<file path="config.mk">
export PLATFORM = sky130hd
export DESIGN_NAME = p3l_merge
export DESIGN_NICKNAME = d
export VERILOG_FILES = /design/src/rtl/p3l_pkg.sv /design/src/rtl/p3l_merge.sv
export SDC_FILE = /design/constraint.sdc
export NUM_CORES = 2
export LEC_CHECK = 0
export BUFFER_PORTS_ARGS = -buffer_cell sky130_fd_sc_hd__clkbuf_2
export CAP_MARGIN = 20
export CORE_MARGIN = 5
export CORE_UTILIZATION = 35
export DETAILED_ROUTE_END_ITERATION = 10
export GPL_ROUTABILITY_DRIVEN = 1
export SLEW_MARGIN = 0
export SYNTH_ARGS = -nofsm -noshare
export SYNTH_HDL_FRONTEND = slang
export SYNTH_SLANG_ARGS = --single-unit
</file>
<file path="constraint.sdc">
create_clock -name clk -period 15.65 [get_ports clk]
set_input_delay 0.7825 -clock clk [delete_from_list [all_inputs] [get_ports clk]]
set_output_delay 0.7825 -clock clk [all_outputs]
set_load 0.02 [all_outputs]
</file>
<file path="src/rtl/p3l_pkg.sv">
`default_nettype none
package p3l_pkg;

  localparam int TW = 34;
  localparam int CW = 26;
  localparam int LEN_W = 18;
  localparam int PW = TW + LEN_W;

  typedef logic signed [TW-1:0] trig_t;
  typedef logic signed [CW-1:0] coord_t;
  typedef logic signed [LEN_W-1:0] len_t;

  localparam trig_t CORDIC_X0 = 34'sd652032874;
  localparam logic signed [23:0] COORD_MAX = 24'sh7FFFFF;
  localparam logic signed [23:0] COORD_MIN = -24'sh800000;

  localparam logic [1:0] MODE_TIP = 2'd0;
  localparam logic [1:0] MODE_LINKS = 2'd1;
  localparam logic [1:0] MODE_CENTER = 2'd2;
  localparam logic [1:0] MODE_GRIP = 2'd3;

  localparam logic [2:0] REG_L1 = 3'd0;
  localparam logic [2:0] REG_L2 = 3'd1;
  localparam logic [2:0] REG_L3 = 3'd2;
  localparam logic [2:0] REG_GLEN = 3'd3;
  localparam logic [2:0] REG_GOFF = 3'd4;
  localparam logic [2:0] REG_GWID = 3'd5;

  // Product steps of the merge stage, in issue order.
  localparam logic [3:0] K_X1 = 4'd0;
  localparam logic [3:0] K_Y1 = 4'd1;
  localparam logic [3:0] K_X2 = 4'd2;
  localparam logic [3:0] K_Y2 = 4'd3;
  localparam logic [3:0] K_X3 = 4'd4;
  localparam logic [3:0] K_Y3 = 4'd5;
  localparam logic [3:0] K_GX = 4'd6;
  localparam logic [3:0] K_GY = 4'd7;
  localparam logic [3:0] K_EX = 4'd8;
  localparam logic [3:0] K_EY = 4'd9;
  localparam logic [3:0] K_BLX = 4'd10;
  localparam logic [3:0] K_BLY = 4'd11;
  localparam logic [3:0] K_BRX = 4'd12;
  localparam logic [3:0] K_BRY = 4'd13;
  localparam logic [3:0] K_LAST = 4'd14;

  localparam logic [3:0] P_BASE = 4'd0;
  localparam logic [3:0] P_ELBOW1 = 4'd1;
  localparam logic [3:0] P_ELBOW2 = 4'd2;
  localparam logic [3:0] P_FLANGE = 4'd3;
  localparam logic [3:0] P_END = 4'd4;
  localparam logic [3:0] P_CENTER = 4'd5;
  localparam logic [3:0] P_BL = 4'd6;
  localparam logic [3:0] P_BR = 4'd7;
  localparam logic [3:0] P_BL_TIP = 4'd8;
  localparam logic [3:0] P_BR_TIP = 4'd9;

  typedef enum logic [1:0] {
    M_IDLE,
    M_TERM,
    M_EMIT
  } merge_state_t;

  typedef struct packed {
    trig_t c1;
    trig_t s1;
    trig_t c2;
    trig_t s2;
    trig_t c3;
    trig_t s3;
  } trig_set_t;

  typedef struct packed {
    logic [15:0] l1;
    logic [15:0] l2;
    logic [15:0] l3;
    logic [15:0] glen;
    logic [15:0] goff;
    logic [15:0] gwid;
  } cfg_set_t;

  function automatic logic [31:0] atan_entry(input logic [4:0] i);
    logic [31:0] r;
    case (i)
      5'd0: r = 32'h20000000;
      5'd1: r = 32'h12E4051E;
      5'd2: r = 32'h09FB385B;
      5'd3: r = 32'h051111D4;
      5'd4: r = 32'h028B0D43;
      5'd5: r = 32'h0145D7E1;
      5'd6: r = 32'h00A2F61E;
      5'd7: r = 32'h00517C55;
      5'd8: r = 32'h0028BE53;
      5'd9: r = 32'h00145F2F;
      5'd10: r = 32'h000A2F98;
      5'd11: r = 32'h000517CC;
      5'd12: r = 32'h00028BE6;
      5'd13: r = 32'h000145F3;
      5'd14: r = 32'h0000A2FA;
      5'd15: r = 32'h0000517D;
      5'd16: r = 32'h000028BE;
      5'd17: r = 32'h0000145F;
      5'd18: r = 32'h00000A30;
      5'd19: r = 32'h00000518;
      5'd20: r = 32'h0000028C;
      5'd21: r = 32'h00000146;
      5'd22: r = 32'h000000A3;
      5'd23: r = 32'h00000051;
      default: r = 32'h0;
    endcase
    return r;
  endfunction

endpackage
`default_nettype wire

</file>
<file path="src/rtl/p3l_merge.sv">
`default_nettype none
module p3l_merge
  import p3l_pkg::*;
#(
  parameter int ANGLE_BITS = 16,
  parameter int LENGTH_BITS = 16
) (
  input  wire logic                  clk,
  input  wire logic                  rst,
  input  wire logic                  load,
  output logic                       ready,
  input  wire trig_set_t             trig_in,
  input  wire logic [1:0]            mode_in,
  input  wire logic [ANGLE_BITS-1:0] head_in,
  input  wire cfg_set_t              cfg,
  output logic                       strobe,
  output logic [3:0]                 point_index,
  output logic signed [23:0]         x_position,
  output logic signed [23:0]         y_position,
  output logic [ANGLE_BITS-1:0]      heading,
  output logic                       last_point
);

  localparam int LW = (LENGTH_BITS < 16) ? LENGTH_BITS : 16;
  localparam logic signed [PW-1:0] RND30 = PW'(64'd536870912);
  localparam logic signed [PW-1:0] RND31 = PW'(64'd1073741824);

  merge_state_t state, state_next;
  logic [3:0] k, e, e_last, sel, kp;
  trig_set_t ts;
  logic [1:0] mode;
  logic [ANGLE_BITS-1:0] head;
  logic emit;

  coord_t x1, y1, x2, y2, x3, y3, gx, gy, ex, ey, blx, bly, brx, bry;
  logic signed [PW-1:0] prod;
  logic sh31;
  len_t l1, l2, l3, gl, go, gw, gd, opl;
  trig_t opt;
  coord_t tval, px, py;

  function automatic len_t mask_len(input logic [15:0] v);
    return len_t'(v[LW-1:0]);
  endfunction

  function automatic logic signed [23:0] sat(input coord_t v);
    logic signed [23:0] r;
    if (v > coord_t'(COORD_MAX)) r = COORD_MAX;
    else if (v < coord_t'(COORD_MIN)) r = COORD_MIN;
    else r = v[23:0];
    return r;
  endfunction

  assign l1 = mask_len(cfg.l1);
  assign l2 = mask_len(cfg.l2);
  assign l3 = mask_len(cfg.l3);
  assign gl = mask_len(cfg.glen);
  assign go = mask_len(cfg.goff);
  assign gw = mask_len(cfg.gwid);
  assign gd = gl - go;
  assign kp = k - 4'd1;

  always_comb begin
    case (k)
      K_X1: begin opl = l1; opt = ts.c1; end
      K_Y1: begin opl = l1; opt = ts.s1; end
      K_X2: begin opl = l2; opt = ts.c2; end
      K_Y2: begin opl = l2; opt = ts.s2; end
      K_X3: begin opl = l3; opt = ts.c3; end
      K_Y3: begin opl = l3; opt = ts.s3; end
      K_GX: begin opl = gd; opt = ts.c3; end
      K_GY: begin opl = gd; opt = ts.s3; end
      K_EX: begin opl = gl; opt = ts.c3; end
      K_EY: begin opl = gl; opt = ts.s3; end
      K_BLX: begin opl = gw; opt = -ts.s3; end
      K_BLY: begin opl = gw; opt = ts.c3; end
      K_BRX: begin opl = gw; opt = ts.s3; end
      K_BRY: begin opl = gw; opt = -ts.c3; end
      default: begin opl = '0; opt = '0; end
    endcase
  end

  // The jaw terms round at half scale because the width is halved.
  assign tval = sh31 ? CW'((prod + RND31) >>> 31) : CW'((prod + RND30) >>> 30);

  always_comb begin
    case (mode)
      MODE_TIP, MODE_CENTER: e_last = P_BASE;
      MODE_LINKS: e_last = P_FLANGE;
      default: e_last = P_BR_TIP;
    endcase
  end

  always_comb begin
    case (mode)
      MODE_TIP: sel = P_FLANGE;
      MODE_CENTER: sel = P_CENTER;
      default: sel = e;
    endcase
  end

  always_comb begin
    case (sel)
      P_ELBOW1: begin px = x1; py = y1; end
      P_ELBOW2: begin px = x2; py = y2; end
      P_FLANGE: begin px = x3; py = y3; end
      P_END: begin px = x3 + ex; py = y3 + ey; end
      P_CENTER: begin px = gx; py = gy; end
      P_BL: begin px = blx; py = bly; end
      P_BR: begin px = brx; py = bry; end
      P_BL_TIP: begin px = blx + ex; py = bly + ey; end
      P_BR_TIP: begin px = brx + ex; py = bry + ey; end
      default: begin px = '0; py = '0; end
    endcase
  end

  always_comb begin
    state_next = state;
    case (state)
      M_IDLE: if (load) state_next = M_TERM;
      M_TERM: if (k == K_LAST) state_next = M_EMIT;
      M_EMIT: if (e == e_last) state_next = M_IDLE;
      default: state_next = M_IDLE;
    endcase
  end

  always_comb begin
    ready = (state == M_IDLE);
    emit = (state == M_EMIT);
  end

  always_ff @(posedge clk) begin
    if (rst) begin
      state <= M_IDLE;
      k <= '0;
      e <= '0;
      strobe <= 1'b0;
      last_point <= 1'b0;
    end else begin
      state <= state_next;
      strobe <= emit;
      last_point <= emit && (e == e_last);
      if (state == M_IDLE) begin
        k <= '0;
        e <= '0;
      end
      if (state == M_TERM) k <= k + 4'd1;
      if (emit) e <= e + 4'd1;
    end
  end

  always_ff @(posedge clk) begin
    if (ready && load) begin
      ts <= trig_in;
      mode <= mode_in;
      head <= head_in;
    end
    if (state == M_TERM) begin
      prod <= PW'(opl) * PW'(opt);
      sh31 <= (k >= K_BLX);
      if (k != K_X1) begin
        case (kp)
          K_X1: x1 <= tval;
          K_Y1: y1 <= tval;
          K_X2: x2 <= x1 + tval;
          K_Y2: y2 <= y1 + tval;
          K_X3: x3 <= x2 + tval;
          K_Y3: y3 <= y2 + tval;
          K_GX: gx <= x3 + tval;
          K_GY: gy <= y3 + tval;
          K_EX: ex <= tval;
          K_EY: ey <= tval;
          K_BLX: blx <= x3 + tval;
          K_BLY: bly <= y3 + tval;
          K_BRX: brx <= x3 + tval;
          K_BRY: bry <= y3 + tval;
          default: ;
        endcase
      end
    end
    point_index <= e;
    x_position <= sat(px);
    y_position <= sat(py);
    heading <= head;
  end

endmodule
`default_nettype wire

</file>
# == After elaboration in Yosys (flattened, before gate mapping) ==
# Cells that the tools add are included.
# op_classes
n_addsub,20
order_cmp,5
mux,16
multipliers,1
eq_ne,44
reduce_logical,33
# op_table
cell,count
26-bit case mux with 9 select lines,2
26-bit adder,12
34-bit case mux with 8 select lines,1
18-bit case mux with 6 select lines,1
34-bit negation,2
4-bit equality test (second input constant),15
52-bit by 31-bit adder with 52-bit output (second input constant),1
52-bit by 32-bit adder with 52-bit output (second input constant),1
26-bit by 24-bit > comparator with 1-bit output (second input constant),2
26-bit by 24-bit < comparator with 1-bit output (second input constant),2
18-bit by 34-bit multiplier with 52-bit output,1
4-bit by 3-bit equality test with 1-bit output (second input constant),12
24-bit 2-to-1 mux,2
3-bit AND reduction,15
26-bit 2-to-1 mux,1
4-bit by 2-bit equality test with 1-bit output (second input constant),6
16-bit by 16-bit subtractor with 17-bit output,1
4-bit case mux with 2 select lines,2
4-bit by 1-bit equality test with 1-bit output (second input constant),3
4-bit 2-to-1 mux,3
2-bit OR reduction,6
4-bit OR reduction,3
4-bit by 1-bit adder with 4-bit output (second input constant),2
4-bit logical NOT,2
other kinds (13),21
# totals
wordCells,152
out_inout_bits,71
regBits,719
inputBits,321

# == Longest topological paths before layout ==
# logic_depth
ltp_word,6
depth_mapped,37
mapped_depth_nobuf,36

# == Worst setup path before layout ==
# Ideal clock, no wire load.
# synth_timing
path_type,in2reg
startpoint,input cfg[32] in the netlist's numbering
endpoint,register prod[47] (data pin)
t_required_ps,15392
setup_slack_ps,6258
path_buffers,2
stages,36
t_arrival_ps,9134
setup_ps,258
cell_sequence,inv_1 -> ha_1 -> fa_1 -> nor2b_1 -> o21ai_0 -> a21boi_0 -> o21ai_0 -> a21boi_0 -> o21a_1 -> nor2_1 -> xnor2_1 -> a2111oi_0 -> clkbuf_1 -> nor2_1 -> fa_1 -> inv_1 -> fa_1 -> fa_1 -> inv_1 -> fa_1 -> fa_1 -> inv_1 -> fa_1 -> inv_1 -> ha_1 -> and3_1 -> and2_1 -> clkbuf_1 -> nand4_1 -> nand4_1 -> a21boi_0 -> o41ai_1 -> a31oi_1 -> o31ai_1 -> nor2_1 -> xnor2_1
# synth_via
elab_chain_len,3
# synth_lines
item,line,rtl
start: declaration,p3l_merge.sv:15,"input wire cfg_set_t cfg,"
16-bit by 16-bit subtractor with 17-bit output,p3l_merge.sv:60,assign gd = gl - go;
18-bit case mux with 6 select lines (*),p3l_merge.sv:64,case (k)
18-bit by 34-bit multiplier with 52-bit output (*),p3l_merge.sv:159,prod <= PW'(opl) * PW'(opt);
end signal: assignment,p3l_merge.sv:159,
end: declaration,p3l_merge.sv:36,logic signed [PW-1:0] prod;
# Mark *: on every way between the ends. The rest lies on a longest branch, timed or not.
# A chain may end at the register's enable or synchronous reset.

# == Worst setup path after layout ==
# Same ends and word-level chain as after synthesis.

==> metrics.md <==
| Metric | Value |
|---|---|
| Run status | completed |
| Num CTS Buffers | between 70 and 80 |
| First-pass GRT wire length | 273000 um |
| Number of routed nets with antenna violations | 0 |
| Layout cell share with drive strength beyond 1 | 0.122 |
| DPL Wire Length | 138000 um |
| Post-Syn Area | roughly 57000 um2 |
| Area leader, netlist | edfxtp_1 |
| # IOs | 392 |
| Worst setup EP type | flip-flop |
| Row cnt | around 150 |
| Largest net degree at the start of global routing | 87 |
| Vias in the first global route | about 45000 |
| Slowest cell on crit path | o41ai_1 |
| EDFF count, synth | between 500 and 600 |
| Routability cong. | between 0.9 and 1 |
| Synth cell types | 87 |
| Setup TNS | 0 ps |
| Total Routed Length | between 150000 and 200000 um |
| Reg2reg start | ts[34]$_DFFE_PP_ |
| Slew @ Worst Pin | 1230 ps |
| Clk buf depth | 3 |
| Worst Setup SP | cfg[32] |
| Core Util, Final | 0.398 |
| #FFs+latches synth | between 600 and 700 |
| Worst-path clk slew | about 70 ps |
| Worst hold start | trig_in[63] |
| Total GRT Usage | 0.206 |
| Initial Util | 0.352 |
| Syn Area/Cell | between 10 and 15 um2 |
| Hold-critical path depth | 1 |
| CTS tree | done |
| Iter 0 DRT Violations | roughly 3700 |
| Top cells by count, synth | 729 x inv_1, 594 x edfxtp_1, 594 x fa_1, 575 x nand2_1, 380 x nor2_1 |
| Die area | around 170000 um2 |
| Die height | roughly 410 um |
| Post-CTS Hold Fix Bufs | 0 |
| Final Max Slew Viols | 0 |
| Max Cap Viol | 0 |
| Number of antenna violations at the first check in global routing | 12 |
| Fmax | 91.4 MHz |
| GRT overflow | 0 |
| Root Driver | clkbuf_16 |
| Cell with the most instances after synthesis | inv_1 |
| Core Area | about 160000 um2 |
| DIE WIDTH | 415 um |
| Worst reg2reg setup slack | 5120 ps |
| Setup CP Type | input port to flip-flop |
| Net Count, Synth | slightly below 7000 |
| Port bufs | between 300 and 400 |
| Postcts setup bufs | 0 |
| Worst skew pair latency | around 700 ps |
| CTS resizes | 0 |
| Cells on worst reg2reg path | 30 |
| Area Overhead vs Synth | 13.1% |
| Crit-path max cell delay | ~880 ps |
| Worst setup SP type | input port |
| Drt via density | 5.35 |
| Total number of vias | 43989 |
| Share of the synthesized area in the top cell type | 0.311 |
| Gate count after technology mapping | 5599 |
| Final period util | 0.699 |
| Primary FF master, synth | edfxtp_1 |
| # nets final | 7224 |
| CTS sink cnt | just under 700 |
| Yosys warns | 0 |
| Setup violators final | 0 |
| Clock Skew | 46.9 ps |
| Final Hold Vio Count | 0 |
| Final min period | between 10000 and 15000 ps |
| Post-synthesis sequential area ratio | 0.339 |
| Largest Register | ts |
| Critical Path RT | 16100 ps |
| H-tree Lvls | 3 |
| First drt pass iteration count | 9 |
| Routed WL per cell | ~22 um |
| Critical Path Most Common Cell | fa_1 |
| Number of remaining DRC errors | 0 |
| Unrepaired setup endpoints after global routing | no |
| Number of flip-flops in the largest register | 204 |
| Hold WC Path Type | input port to flip-flop |
| Fill cells | between 15000 and 20000 |
| Worst Path Arrival | between 10000 and 15000 ps |
| FFs w/ async S/R, synth | 0 |
| CP Max Fanout | 42 |
| Synth top area cells | edfxtp_1 31%, fa_1 21%, ha_1 7.5% |
| Max_slew headroom | 0.181 |
placed cells by master, fill, tap and decap left out, types with 19 or more instances in the layout:
| master | synthesis | routed |
|---|---|---|
| a222oi_1 | 29 | 29 |
| xor2_1 | 78 | 78 |
| o21a_1 | 38 | 38 |
| inv_1 | 729 | 729 |
| o21ai_0 | 268 | 265 |
| dfxtp_1 | 80 | 80 |
| nand2_1 | 575 | 575 |
| nor2b_1 | 53 | 52 |
| ha_1 | 342 | 341 |
| a22oi_1 | 74 | 74 |
| mux2i_1 | 90 | 90 |
| xnor2_1 | 185 | 185 |
| a21o_1 | 92 | 92 |
| edfxtp_1 | 594 | 594 |
| o211ai_1 | 26 | 26 |
| clkbuf_16 | 0 | 77 |
| mux2_2 | 39 | 39 |
| o21bai_1 | 28 | 28 |
| and2_1 | 128 | 126 |
| buf_4 | 0 | 118 |
| a211oi_1 | 25 | 24 |
| fa_1 | 594 | 594 |
| clkbuf_1 | 198 | 26 |
| a21oi_1 | 292 | 290 |
| a221oi_1 | 48 | 45 |
| clkbuf_2 | 0 | 391 |
| nand3_1 | 77 | 77 |
| or3_1 | 25 | 25 |
| nor2_1 | 380 | 362 |
| a31oi_1 | 43 | 43 |
| nand2b_1 | 50 | 50 |
| o221ai_1 | 26 | 26 |
| nand4_1 | 33 | 33 |
| and3_1 | 35 | 35 |
| nor3_1 | 70 | 70 |
| o31ai_1 | 19 | 19 |
worst paths after layout:
kind | endpoint
worst max register to register | prod[47]$_DFFE_PP_
worst min-delay path | ts[63]$_DFFE_PP_
worst min register to register | heading[13]$_DFF_P_
worst max-delay path | prod[47]$_DFFE_PP_
metal layers:
layer  vias to the layer above  part of all wire  global-route usage
met5                         -                 0                   0
met3                       355             0.066              0.0329
met2                      1679              0.48               0.349
li1                      19987                 -                   -
met1                     21968              0.39               0.251
met4                         0             0.059               0.110
per-stage QoR:
stage | hold WS (ps) | instance area [um2] | std cells | worst slack (ps)
global route | 243 | 64800 | 8215 | 4130
detailed placement | 327 | 62200 | 8064 | 4070
global placement | 324 | 62200 | 8064 | 4200
CTS | 228 | 64700 | 8205 | 4770
floorplan | 323 | 57300 | 5599 | 6260
finish | 272 | 64800 | 8216 | 4710
critical path, delay by kind of cell:
kind	cells	cell delay, ps
buf+inv	7	1450
compound gates	12	3410
xor+xnor	1	130
fa+ha+maj	9	4240
simple gates	7	1310
area by class of cell:
class	count	area, um2	share of cell area
antenna	11	27.5	0.000425
clock buffer	112	2150	0.0332
clock inverter	29	382	0.00589
inverter	729	2740	0.0423
multi-input combinational	3977	34500	0.532
sequential	674	19400	0.300
tap	2175	2720	0.0420
timing repair buffer	509	2840	0.0439
cells by family after synthesis:
kind of cell,after synthesis,share of synthesized area
compound gates,1134,0.129
fa+ha+maj,936,0.282
mux,129,0.0234
buf+inv,948,0.0626
flops,674,0.339
xor+xnor,263,0.0402
simple gates,1515,0.123
Power is left out: the tool's default activity adds up to more than one toggle a clock period on the data nets, which glitch-free logic cannot reach.
